File: src/sv/microwire_eeprom_master_unit_assert.svh
// Assertion macros shared by the Microwire EEPROM master unit.
// Expects i_clk and i_rst_n in scope at the point of use.
`ifndef MICROWIRE_EEPROM_MASTER_UNIT_ASSERT_SVH
`define MICROWIRE_EEPROM_MASTER_UNIT_ASSERT_SVH

// Same-cycle implication, disabled during reset
`define MWE_ASSERT_NOW(lbl, ante, cons, msg) \
    lbl: assert property (@(posedge i_clk) disable iff (!i_rst_n) (ante) |-> (cons)) \
        else $error(msg);

// Next-cycle implication, disabled during reset
`define MWE_ASSERT_NEXT(lbl, ante, cons, msg) \
    lbl: assert property (@(posedge i_clk) disable iff (!i_rst_n) (ante) |=> (cons)) \
        else $error(msg);

`endif

File: src/sv/mwe_pkg.sv
// Package for the Microwire EEPROM master: sizes, frame constants, codes and types.
// No dependencies; used by every module of the block.
package mwe_pkg;

    // Device organization
    localparam int ADDRESS_BITS = 6;
    localparam int DATA_BITS    = 16;
    localparam int FRAME_BITS   = 3 + ADDRESS_BITS + DATA_BITS;
    localparam int CNT_W        = $clog2(FRAME_BITS + 1);
    localparam int IDX_W        = $clog2(FRAME_BITS);
    localparam int HALF_W       = 16;
    localparam int TICK_W       = 20;

    // Configuration reset values
    localparam logic [HALF_W-1:0] HALF_RESET = HALF_W'(75);
    localparam logic [TICK_W-1:0] WAIT_RESET = TICK_W'(11000);

    // Configuration register indexes
    localparam logic CFG_HALF = 1'b0;
    localparam logic CFG_WAIT = 1'b1;

    // Command codes
    localparam logic [1:0] OP_WREN  = 2'd0;
    localparam logic [1:0] OP_WRITE = 2'd1;
    localparam logic [1:0] OP_READ  = 2'd2;
    localparam logic [1:0] OP_NONE  = 2'd3;

    // Frame headers: start bit and opcode
    localparam logic [2:0] HDR_WRITE = 3'b101;
    localparam logic [2:0] HDR_READ  = 3'b110;

    // Write enable: 1 00 11 followed by zeros
    localparam logic [FRAME_BITS-1:0] WREN_FRAME =
        FRAME_BITS'((4 << ADDRESS_BITS) | (3 << (ADDRESS_BITS - 2)));
    localparam logic [CNT_W-1:0] WREN_LEN = CNT_W'(3 + ADDRESS_BITS);
    localparam logic [CNT_W-1:0] FULL_LEN = CNT_W'(FRAME_BITS);
    localparam logic [CNT_W-1:0] DATA_LEN = CNT_W'(DATA_BITS);

    typedef enum logic [1:0] {
        PH_IDLE,
        PH_SHIFT,
        PH_WAIT
    } t_phase;

    typedef struct packed {
        logic [HALF_W-1:0] half_period_ticks;
        logic [TICK_W-1:0] write_wait_ticks;
    } t_cfg;

    typedef struct packed {
        logic                    start_req;
        logic [1:0]              op;
        logic [ADDRESS_BITS-1:0] word_address;
        logic [DATA_BITS-1:0]    write_data;
        logic                    serial_in;
    } t_in_item;

    typedef struct packed {
        logic                 chip_select;
        logic                 serial_out;
        logic                 serial_clock;
        logic                 busy_res;
        logic                 done_res;
        logic [DATA_BITS-1:0] read_data;
    } t_result;

endpackage

File: src/sv/mwe_core.sv
// Input register and per-tick command sequencer of the Microwire EEPROM master.
// Depends on mwe_pkg.
module mwe_core (
    input  logic             i_clk,
    input  logic             i_rst_n,
    input  mwe_pkg::t_cfg     i_cfg,
    input  logic             i_valid,
    input  mwe_pkg::t_in_item i_item,
    output logic             o_ready,
    input  logic             i_buf_ready,
    output logic             o_valid,
    output mwe_pkg::t_result  o_result
);

    // Input register
    logic              r_in_valid;
    mwe_pkg::t_in_item r_in;

    // Sequencer state
    mwe_pkg::t_phase              r_phase, n_phase;
    logic [mwe_pkg::FRAME_BITS-1:0] r_frame, n_frame;
    logic [mwe_pkg::CNT_W-1:0]      r_bits, n_bits;
    logic [mwe_pkg::TICK_W-1:0]     r_tick, n_tick;
    logic                          r_clk_lvl, n_clk_lvl;
    logic [1:0]                    r_op, n_op;
    logic [mwe_pkg::DATA_BITS-1:0]  r_read_shift, n_read_shift;
    logic [mwe_pkg::DATA_BITS-1:0]  r_held, n_held;
    logic                          n_done;

    logic [mwe_pkg::TICK_W-1:0]     tick_inc;
    logic [mwe_pkg::IDX_W-1:0]      bit_idx;
    logic                          cur_bit;
    logic                          in_frame;
    logic                          advance;

    assign advance = r_in_valid & i_buf_ready;
    assign o_ready = ~r_in_valid | i_buf_ready;
    assign o_valid = r_in_valid;
    assign tick_inc = r_tick + mwe_pkg::TICK_W'(1);

    // Input register: refills in the cycle the held item moves on
    always_ff @(posedge i_clk) begin
        if (!i_rst_n) begin
            r_in_valid <= 1'b0;
        end else if (o_ready) begin
            r_in_valid <= i_valid;
        end
        if (o_ready && i_valid) begin
            r_in <= i_item;
        end
    end

    // Next state of the sequencer
    always_comb begin
        n_phase      = r_phase;
        n_frame      = r_frame;
        n_bits       = r_bits;
        n_tick       = r_tick;
        n_clk_lvl    = r_clk_lvl;
        n_op         = r_op;
        n_read_shift = r_read_shift;
        n_held       = r_held;
        n_done       = 1'b0;
        unique case (r_phase)
            mwe_pkg::PH_IDLE: begin
                if (r_in.start_req && r_in.op != mwe_pkg::OP_NONE) begin
                    n_op      = r_in.op;
                    n_tick    = '0;
                    n_clk_lvl = 1'b0;
                    n_phase   = mwe_pkg::PH_SHIFT;
                    unique case (r_in.op)
                        mwe_pkg::OP_WREN: begin
                            n_frame = mwe_pkg::WREN_FRAME;
                            n_bits  = mwe_pkg::WREN_LEN;
                        end
                        mwe_pkg::OP_WRITE: begin
                            n_frame = {mwe_pkg::HDR_WRITE, r_in.word_address, r_in.write_data};
                            n_bits  = mwe_pkg::FULL_LEN;
                        end
                        mwe_pkg::OP_READ: begin
                            n_frame = {mwe_pkg::HDR_READ, r_in.word_address,
                                       mwe_pkg::DATA_BITS'(0)};
                            n_bits       = mwe_pkg::FULL_LEN;
                            n_read_shift = '0;
                        end
                        default: begin
                            n_phase = mwe_pkg::PH_IDLE;
                        end
                    endcase
                end
            end
            mwe_pkg::PH_SHIFT: begin
                n_tick = tick_inc;
                if (tick_inc >= {{(mwe_pkg::TICK_W - mwe_pkg::HALF_W){1'b0}},
                                 i_cfg.half_period_ticks}) begin
                    n_tick = '0;
                    if (!r_clk_lvl) begin
                        n_clk_lvl = 1'b1;
                    end else begin
                        // falling edge: sample read data, retire one bit
                        n_clk_lvl = 1'b0;
                        if (r_op == mwe_pkg::OP_READ && r_bits <= mwe_pkg::DATA_LEN) begin
                            n_read_shift = {r_read_shift[mwe_pkg::DATA_BITS-2:0], r_in.serial_in};
                        end
                        if (r_bits != '0) begin
                            n_bits = r_bits - mwe_pkg::CNT_W'(1);
                        end
                        if (n_bits == '0) begin
                            if (r_op == mwe_pkg::OP_WRITE && i_cfg.write_wait_ticks != '0) begin
                                n_phase = mwe_pkg::PH_WAIT;
                            end else begin
                                n_phase = mwe_pkg::PH_IDLE;
                                n_done  = 1'b1;
                                if (r_op == mwe_pkg::OP_READ) begin
                                    n_held = n_read_shift;
                                end
                            end
                        end
                    end
                end
            end
            mwe_pkg::PH_WAIT: begin
                n_tick = tick_inc;
                if (tick_inc >= i_cfg.write_wait_ticks) begin
                    n_tick  = '0;
                    n_phase = mwe_pkg::PH_IDLE;
                    n_done  = 1'b1;
                end
            end
            default: begin
                n_phase = mwe_pkg::PH_IDLE;
            end
        endcase
    end

    // Result fields from the updated state
    always_comb begin
        in_frame = (n_phase == mwe_pkg::PH_SHIFT);
        bit_idx  = mwe_pkg::IDX_W'(n_bits - mwe_pkg::CNT_W'(1));
        cur_bit  = (n_bits != '0) ? n_frame[bit_idx] : 1'b0;
        o_result.chip_select  = in_frame;
        o_result.serial_out   = in_frame & cur_bit;
        o_result.serial_clock = in_frame & n_clk_lvl;
        o_result.busy_res     = (n_phase != mwe_pkg::PH_IDLE);
        o_result.done_res     = n_done;
        o_result.read_data    = n_held;
    end

    // State registers advance once per item
    always_ff @(posedge i_clk) begin
        if (!i_rst_n) begin
            r_phase      <= mwe_pkg::PH_IDLE;
            r_frame      <= '0;
            r_bits       <= '0;
            r_tick       <= '0;
            r_clk_lvl    <= 1'b0;
            r_op         <= mwe_pkg::OP_WREN;
            r_read_shift <= '0;
            r_held       <= '0;
        end else if (advance) begin
            r_phase      <= n_phase;
            r_frame      <= n_frame;
            r_bits       <= n_bits;
            r_tick       <= n_tick;
            r_clk_lvl    <= n_clk_lvl;
            r_op         <= n_op;
            r_read_shift <= n_read_shift;
            r_held       <= n_held;
        end
    end

endmodule

File: src/sv/mwe_out_buf.sv
// Result register with skid stage for the Microwire EEPROM master.
// Depends on mwe_pkg for the result type.
module mwe_out_buf (
    input  logic            i_clk,
    input  logic            i_rst_n,
    input  logic            i_valid,
    input  mwe_pkg::t_result i_result,
    output logic            o_ready,
    output logic            o_valid,
    input  logic            i_ready,
    output mwe_pkg::t_result o_result
);

    logic             r_out_valid, n_out_valid;
    logic             r_skid_valid, n_skid_valid;
    mwe_pkg::t_result r_out, n_out;
    mwe_pkg::t_result r_skid, n_skid;
    logic             push;
    logic             pop;

    // ready depends only on the skid register
    assign o_ready  = ~r_skid_valid;
    assign push     = i_valid & ~r_skid_valid;
    assign pop      = r_out_valid & i_ready;
    assign o_valid  = r_out_valid;
    assign o_result = r_out;

    // Next contents of output and skid registers
    always_comb begin
        n_out_valid  = r_out_valid;
        n_skid_valid = r_skid_valid;
        n_out        = r_out;
        n_skid       = r_skid;
        if (!r_out_valid || pop) begin
            if (r_skid_valid) begin
                n_out        = r_skid;
                n_out_valid  = 1'b1;
                n_skid_valid = 1'b0;
            end else begin
                n_out_valid = push;
                n_out       = i_result;
            end
        end else if (push) begin
            n_skid_valid = 1'b1;
            n_skid       = i_result;
        end
    end

    always_ff @(posedge i_clk) begin
        if (!i_rst_n) begin
            r_out_valid  <= 1'b0;
            r_skid_valid <= 1'b0;
        end else begin
            r_out_valid  <= n_out_valid;
            r_skid_valid <= n_skid_valid;
        end
        r_out  <= n_out;
        r_skid <= n_skid;
    end

endmodule

File: src/sv/microwire_eeprom_master_unit.sv
// Microwire x16 EEPROM master: one input item is one tick, one result item per tick.
// Path: mwe_core input register, combinational sequencer update, then mwe_out_buf result register.
// Throughput: one item per cycle unless the mwe_out_buf skid register is full, which stalls the input.
// Reset (i_rst_n low, synchronous): sequencer idle, pipeline and skid empty,
// half period 75 ticks, write wait 11000 ticks. Depends on mwe_pkg, mwe_core,
// mwe_out_buf and microwire_eeprom_master_unit_assert.svh.
module microwire_eeprom_master_unit (
    input  logic        i_clk,
    input  logic        i_rst_n,
    // Configuration write channel
    input  logic        i_cfg_valid,
    output logic        o_cfg_ready,
    input  logic        i_cfg_index,
    input  logic [19:0] i_cfg_data,
    // Input items
    input  logic        i_s_tvalid,
    output logic        o_s_tready,
    // tdata: word_address[5:0], write_data[21:6], serial_in[22], zero[23]
    input  logic [23:0] i_s_tdata,
    // tuser: start_req[0], op[2:1]
    input  logic [2:0]  i_s_tuser,
    // Result items
    output logic        o_m_tvalid,
    input  logic        i_m_tready,
    // tdata: chip_select[0], serial_out[1], serial_clock[2], busy_res[3],
    //        done_res[4], read_data[20:5], zero[23:21]
    output logic [23:0] o_m_tdata
);

    `include "microwire_eeprom_master_unit_assert.svh"

    mwe_pkg::t_cfg     r_cfg;
    mwe_pkg::t_in_item in_item;
    mwe_pkg::t_result  core_result;
    mwe_pkg::t_result  out_result;
    logic              core_valid;
    logic              buf_ready;

    // Configuration registers
    assign o_cfg_ready = 1'b1;

    always_ff @(posedge i_clk) begin
        if (!i_rst_n) begin
            r_cfg.half_period_ticks <= mwe_pkg::HALF_RESET;
            r_cfg.write_wait_ticks  <= mwe_pkg::WAIT_RESET;
        end else if (i_cfg_valid) begin
            unique case (i_cfg_index)
                mwe_pkg::CFG_HALF: r_cfg.half_period_ticks <= i_cfg_data[15:0];
                mwe_pkg::CFG_WAIT: r_cfg.write_wait_ticks  <= i_cfg_data;
                default: ;
            endcase
        end
    end

    // Unpack input item
    assign in_item.start_req    = i_s_tuser[0];
    assign in_item.op           = i_s_tuser[2:1];
    assign in_item.word_address = i_s_tdata[5:0];
    assign in_item.write_data   = i_s_tdata[21:6];
    assign in_item.serial_in    = i_s_tdata[22];

    mwe_core u_core (
        .i_clk       (i_clk),
        .i_rst_n     (i_rst_n),
        .i_cfg       (r_cfg),
        .i_valid     (i_s_tvalid),
        .i_item      (in_item),
        .o_ready     (o_s_tready),
        .i_buf_ready (buf_ready),
        .o_valid     (core_valid),
        .o_result    (core_result)
    );

    mwe_out_buf u_out_buf (
        .i_clk    (i_clk),
        .i_rst_n  (i_rst_n),
        .i_valid  (core_valid),
        .i_result (core_result),
        .o_ready  (buf_ready),
        .o_valid  (o_m_tvalid),
        .i_ready  (i_m_tready),
        .o_result (out_result)
    );

    // Pack result item
    assign o_m_tdata = {3'b000, out_result.read_data, out_result.done_res,
                        out_result.busy_res, out_result.serial_clock,
                        out_result.serial_out, out_result.chip_select};

    // Input stalls only when a result is waiting at the output
    `MWE_ASSERT_NOW(a_stall_needs_full_out, !o_s_tready, o_m_tvalid, "input stalled with empty output")
    // A completing tick leaves the block idle
    `MWE_ASSERT_NOW(a_done_not_busy, o_m_tvalid && o_m_tdata[4], !o_m_tdata[3], "done while busy")
    // Select only inside a busy command
    `MWE_ASSERT_NOW(a_select_busy, o_m_tvalid && o_m_tdata[0], o_m_tdata[3], "select while idle")
    // Data and clock lines stay low outside a frame
    `MWE_ASSERT_NOW(a_lines_in_frame, o_m_tvalid && (o_m_tdata[1] || o_m_tdata[2]), o_m_tdata[0],
                    "serial lines active outside frame")

endmodule

File: config.mk
export PLATFORM = sky130hd
export DESIGN_NAME = microwire_eeprom_master_unit
export DESIGN_NICKNAME = d
export VERILOG_FILES = /design/src/sv/mwe_pkg.sv /design/src/sv/mwe_core.sv /design/src/sv/mwe_out_buf.sv /design/src/sv/microwire_eeprom_master_unit.sv
export VERILOG_INCLUDE_DIRS = /design/src /design/src/sv
export SDC_FILE = /design/constraint.sdc
export NUM_CORES = 1
export LEC_CHECK = 0
export ABC_AREA = 1
export BUFFER_PORTS_ARGS = -buffer_cell sky130_fd_sc_hd__buf_2
export CAP_MARGIN = 10
export CORE_MARGIN = 1
export CORE_UTILIZATION = 50
export DETAILED_ROUTE_END_ITERATION = 7
export PLACE_DENSITY = 0.74
export SYNTH_ARGS = -nofsm -noshare
export SYNTH_HDL_FRONTEND = slang
export SYNTH_SLANG_ARGS = --single-unit
File: constraint.sdc
create_clock -name i_clk -period 11.2 [get_ports i_clk]
set_input_delay 0.56 -clock i_clk [delete_from_list [all_inputs] [get_ports i_clk]]
set_output_delay 0.56 -clock i_clk [all_outputs]
set_load 0.01 [all_outputs]
Word-level counts from Yosys, hierarchy flattened
Cells that the tools add are included.
{"block": "word_totals", "input_bits": 53, "mem_bits_rw": 0, "rom_bits": 0, "memories": 0, "ff_bits": 194, "elab_cells": 134, "output_inout_bits": 27, "latch_bits": 0}
{"block": "classes", "n_reduce_logical": 24, "shift": 0, "n_addsub": 3, "magnitude_cmp": 4, "n_mul": 0, "n_mux": 51, "n_eq_ne": 12, "div_mod_pow": 0, "bitwise_logic": 10}
{"cell": "$mux W16", "count": 11}
{"cell": "$pmux W25 S3", "count": 1}
{"cell": "$mux W20", "count": 3}
{"cell": "$pmux W20 S3", "count": 1}
{"cell": "$mux W25", "count": 2}
{"cell": "$mux W5", "count": 7}
{"cell": "$pmux W16 S2", "count": 1}
{"cell": "$mux W21", "count": 1}
{"cell": "$add A20 B1 Y20 const B", "count": 1}
{"cell": "$ge A20 B16 Y1", "count": 1}
{"cell": "$ge A20 B20 Y1", "count": 1}
{"cell": "$pmux W5 S2", "count": 2}
{"cell": "$reduce_bool A20 Y1", "count": 1}
{"cell": "$mux W1", "count": 12}
{"cell": "$mux W2", "count": 6}
{"cell": "$reduce_bool A5 Y1", "count": 2}
{"cell": "$sub A5 B1 Y5 const B", "count": 2}
{"cell": "$eq A2 B1 Y1 const B", "count": 4}
{"cell": "$eq A2 B2 Y1 const B", "count": 3}
{"cell": "$lt A5 B6 Y1 const B", "count": 1}
{"cell": "$ne A2 B1 Y1 const B", "count": 3}
{"cell": "$pmux W2 S3", "count": 1}
{"cell": "$reduce_and A2 Y1", "count": 3}
{"cell": "$reduce_and A3 Y1", "count": 2}
{"cell": "17 further kinds", "count": 32}

Depth between registers and ports, before layout
{"block": "logic_depth", "word_depth": 14, "ltp_mapped": 30, "mapped_depth_nobuf": 30}

Cells and area by module
A second synthesis with hierarchy kept.
{"block": "unflattened", "hier_cells": 1321, "hier_area_um2": 10133.5}
{"module": "mwe_core", "area_each_um2": 7114.3, "seq_area_each_um2": 2542.4, "instances": 1, "cells_per_inst": 1008}
{"module": "mwe_out_buf", "area_each_um2": 1615.3, "seq_area_each_um2": 1301.2, "instances": 1, "cells_per_inst": 121}
{"module": "microwire_eeprom_master_unit", "area_each_um2": 1403.8, "seq_area_each_um2": 720.7, "instances": 1, "cells_per_inst": 192}

Least setup slack after synthesis
No wires, ideal clock.
{"block": "synth_timing", "path_kind": "register to register", "startpoint": "register u_core.r_tick[0] in the netlist's numbering", "endpoint": "register u_out_buf.r_skid[19] in the netlist's numbering, data pin", "setup_ns": 0.255, "path_buffers": 2, "slack_ns": 7.353, "stages_incl_launch_ff": 30, "synth_period_minus_slack_ns": 3.847, "required_time_ns": 10.945, "arrival_time_ns": 3.592, "path_cell_list": "dfxtp_1 > ha_1 > nand2_1 > nor2_2 > nand2_2 > nor2_4 > xor2_1 > ha_1 > nand2_1 > inv_1 > nand3_1 > inv_1 > a21oi_1 > nand2_1 > nand2_1 > nand2_4 > nand2_2 > nand3_2 > nand2_4 > nand2_4 > buf_6 > ha_1 > buf_4 > inv_1 > nand3_1 > nand3_1 > nand3_1 > nand2_1 > nand2_1 > and3_1"}
{"item": "start: declaration", "line_no": "mwe_core.sv:23", "text": "logic [mwe_pkg::TICK_W-1:0] r_tick, n_tick;"}
{"item": "start signal: assignment", "line_no": "mwe_core.sv:164", "text": "r_tick <= n_tick;"}
{"item": "end signal: assignment", "line_no": "mwe_out_buf.sv:58", "text": "r_skid <= n_skid;"}
{"item": "end: declaration", "line_no": "mwe_out_buf.sv:17", "text": "mwe_pkg::t_result r_skid, n_skid;"}

Final worst setup path
{"block": "layout_timing", "startpoint": "register u_core.r_tick[0] in the netlist's numbering", "endpoint": "register u_out_buf.r_out, in the netlist u_out_buf.o_result[19], data pin"}
{"block": "layout_via", "elab_chain_cells": 10, "word_cells_on_any_way": 16, "classes_between": "add/sub: 2; order compare: 2; eq/ne: 1; mux: 9; bitwise: 1; reduce/logical: 1"}
{"item": "$add A20 B1 Y20 (*)", "line_no": "mwe_core.sv:39", "text": "assign tick_inc = r_tick + mwe_pkg::TICK_W'(1);"}
{"item": "$ge A20 B16 Y1", "line_no": "mwe_core.sv:94", "text": "if (tick_inc >= {{(mwe_pkg::TICK_W - mwe_pkg::HALF_W){1'b0}},"}
{"item": "$mux W5", "line_no": "mwe_core.sv:94"}
{"item": "$pmux W5 S2", "line_no": "mwe_core.sv:64", "text": "unique case (r_phase)"}
{"item": "$sub A5 B1 Y5", "line_no": "mwe_core.sv:139", "text": "bit_idx = mwe_pkg::IDX_W'(n_bits - mwe_pkg::CNT_W'(1));"}
{"item": "$bmux W1 S5", "line_no": "mwe_core.sv:140", "text": "cur_bit = (n_bits != '0) ? n_frame[bit_idx] : 1'b0;"}
{"item": "$mux W1 (implied by the code)", "line_no": "mwe_core.sv:140"}
{"item": "$mux W1", "line_no": "mwe_core.sv:140"}
{"item": "$and A1 B1 Y1 (*)", "line_no": "mwe_core.sv:142", "text": "o_result.serial_out = in_frame & cur_bit;"}
{"item": "$mux W21 (*)", "line_no": "mwe_out_buf.sv:35", "text": "if (r_skid_valid) begin"}
{"item": "end signal: assignment", "line_no": "mwe_out_buf.sv:57", "text": "r_out <= n_out;"}
{"item": "end: declaration", "line_no": "mwe_out_buf.sv:16", "text": "mwe_pkg::t_result r_out, n_out;"}
Mark *: on every way between the ends. The rest lies on a longest branch, timed or not. The select of a mux whose other input is x is not followed.
A chain may end at the register's enable or synchronous reset.

==> reports/qor.txt <==
status - finished clean
fin crit period - 4.706 ns
initial antenna violation count - 0
WHS Path Cells - 1
post-DR vias/cell - 5.221
PwrDens - 144.7 nW/um^2
hold buffer count at cts - 0
worst vdd ir - 111.4 uV
Worst Setup End Kind - flip-flop
synth unique cells - 44
Syn Area/Cell - 7.923 sq um
fmax - 212.5 MHz
Synth Flop Type - dfxtp_1
M1 wire length - 10.12 mm
critical path arrival - 4.91 ns
final setup vio count - 0
Worst path max stage delay - 0.45 ns
largest net degree at the start of global routing - 78
part of the power in registers - 48.6%
placed insts - 1547
Cell Rows - 51
grt ovf - 0
Wirelength per Cell - 13.39 microns
RSZ-0062 raised after global routing - no
1st-iter DRT viols - 544
Num CTS Buffers - 17
hold wc startpoint - i_s_tdata[7]
first-pass GRT wire length - 35.51 mm
DR pass1 iterations - 5
height of the die - 143.5 microns
Cells after Synth - 1264
via count - 8244
FF+latch count, synth - 194
placed inst area - 10520 sq um
CTS resizes - 0
post-layout net count - 1403
Clock Power Share - 37.6%
DR DRC count - 0
Slew @ Worst Pin - 1.197 ns
metal3 WL - 844 microns
H-tree Lvls - 4
Worst Path Max Fanout - 18
most common cell after layout, fill and taps aside - nand2_1
Worst path slowest cell - ha_1
setup TNS - 0 ns
Seq/Total Area, Yosys - 45.58%
hold worst-path end - u_core.r_in[2]
fillers - 1812
Total Wirelength - 21.14 mm
die footprint - 20600 sq um
Reg-to-Reg Start - u_core.r_tick[0]
Critical Path RT - 11.40 ns
die width - 143.5 microns
element type at the critical path start - flip-flop
Combinational Power Share - 13.7%
Hold Vio Cnt, Final - 0
number of global-route vias before repair - 7468
Clock Latency Late Sink - 0.45 ns
Mapped Area - 10010 sq um
R2R cell count - 28
# diodes - 0
worst relative slew slack - 19.89%
Pwr Total - 0.001607 W
YS warnings - 0
initial core utilization - 51.29%
share of post-route cells with drive strength above 1 - 12.10%
# Post-CTS Setup Buffers - 0
DR WL met2 - 9.859 mm
CTS sink cnt - 194
remaining antenna violation count - 0
Clock Skews - 0.01168 ns
gpl congestion - 0.8862
max layer used - met4
Critical path origin - u_core.r_tick[0]
Reg clk slew, reported paths - 0.08 ns
Max clock buf depth - 2
Non-Filler Instances - 1579
All-Layer GR Usage - 21.81%
Final HPWL DP - 14.16 mm
FF-to-FF End - u_out_buf.o_result[19]
Area Overhead vs Synth - 10.93%
Post-synth EDFFs - 68
R2R Setup Slk - 6.49 ns
core area - 19530 sq um
# IOs - 80
fin crit share - 42.02%
ys async rst share - 0%
Root Buffer - clkbuf_16
CTS tree - done
Max-Cap Viols - 0
PortBufs - 74
Worst path most repeated cell - nand2_1
Psw - 0.0004672 W
Static Leak - 4.988 nW
Final Cell Area - 11110 sq um
max-slew violations - 0
final core utilization - 56.89%
most frequent cells in the layout - 221 x nand2_1, 193 x inv_1, 135 x o21ai_0
worst hold path type - primary input to flip-flop
switching fraction of total power - 29.07%
WS Path Type - flip-flop to flip-flop
total internal power - 0.001140 W
## metrics by stage
stage	hold slack, ns	setup WS [ns]
after CTS	0.2733	6.527
after floorplan	0.4353	7.353
after global placement	0.4523	6.645
after global routing	0.2615	6.200
after detailed placement	0.4565	6.575
final	0.2805	6.494
## power groups by stage
stage | sequential (W) | clock, W | combinational [W]
3_3_place_gp | 0.000797 | 0 | 0.000213
6_report | 0.000781 | 0.000605 | 0.000221
5_1_grt | 0.000785 | 0.000640 | 0.000252
3_5_place_dp | 0.000798 | 0 | 0.000218
4_1_cts | 0.000781 | 0.000610 | 0.000220
2_1_floorplan | 0.000800 | 0 | 0.000161
## Yosys cell counts, types with 3 or more instances
master	instances	area, sq um
a211oi_1	16	120.1
a21oi_1	134	670.6
a31oi_1	5	31.28
buf_1	6	22.52
buf_2	4	20.02
buf_4	6	45.04
clkbuf_1	49	183.9
dfxtp_1	126	2522
edfxtp_1	68	2042
ha_1	49	613.1
inv_1	194	728.2
inv_2	4	15.01
nand2_1	221	829.6
nand2_2	11	68.82
nand2_4	6	67.56
nand3_1	91	455.4
nand3_2	5	50.05
nand4_1	16	100.1
nor2_1	41	153.9
nor2_2	3	18.77
nor2_4	4	45.04
nor3_1	7	35.03
nor4_1	3	18.77
o211ai_1	17	127.6
o21ai_0	135	675.7
o21ai_1	4	20.02
o22ai_1	3	18.77
xnor2_1	5	43.79
xor2_1	13	113.9
## flip-flops by register name, summed over array words and instances (netlist names)
register / cells
u_out_buf.o_valid: 1
u_core.r_bits: 5
u_core.r_op: 2
u_core.r_clk_lvl: 1
u_core.r_read_shift: 16
u_core.o_valid: 1
r_cfg: 36
u_core.r_held: 16
u_out_buf.o_result: 21
u_core.r_frame: 25
u_out_buf.r_skid_valid: 1
u_out_buf.r_skid: 21
u_core.r_in: 26
u_core.r_tick: 20
u_core.r_phase: 2
## worst max-delay path by stage
stage                             endpoint  cells after the start  slack, ns
finish              u_out_buf.o_result[19]                     28       6.49
global route        u_out_buf.o_result[19]                     28       6.20
CTS                 u_out_buf.o_result[19]                     28       6.53
detailed placement  u_out_buf.o_result[19]                     28       6.58
global placement    u_out_buf.o_result[19]                     25       6.64
floorplan             u_out_buf.r_skid[19]                     29       7.35
## worst max-delay path: cells and delay by family (launching register included)
| kind | cells | cell delay (ns) |
|---|---|---|
| compound gates | 1 | 0.14 |
| xor+xnor | 1 | 0.29 |
| fa+ha+maj | 3 | 0.99 |
| buf+inv | 3 | 0.31 |
| flops | 1 | 0.42 |
| simple gates | 20 | 2.30 |
## logic make-up (layout without fill, tap and decap cells)
group                      count (synthesis)  after routing  synth area share (%)
AOI/OAI and AO/OA                        319            319                 17.07
buffers and inverters                    267            315                 10.44
other                                      2              4               0.07499
and+or+nand+nor                          415            415                 19.14
adders and majority gates                 49             49                 6.122
xor gates and xnor gates                  18             18                 1.574
DFF                                      194            194                 45.58
## layout make-up
class	count	area [sq um]	area share [%]
sequential	194	4564	41.09
multi-input combinational	805	4429	39.87
inverter	199	747.0	6.724
timing repair buffer	84	445.4	4.009
clock buffer	18	429.2	3.863
tap	265	331.6	2.985
clock inverter	14	162.7	1.464
## per-layer routing
layer,GRT usage [%],vias to the layer above
met2,36.28,198
met5,0,-
met3,3.799,28
li1,-,4250
met4,6.551,0
met1,28.89,3768
Note: power is estimated with default switching activity, not from simulation.
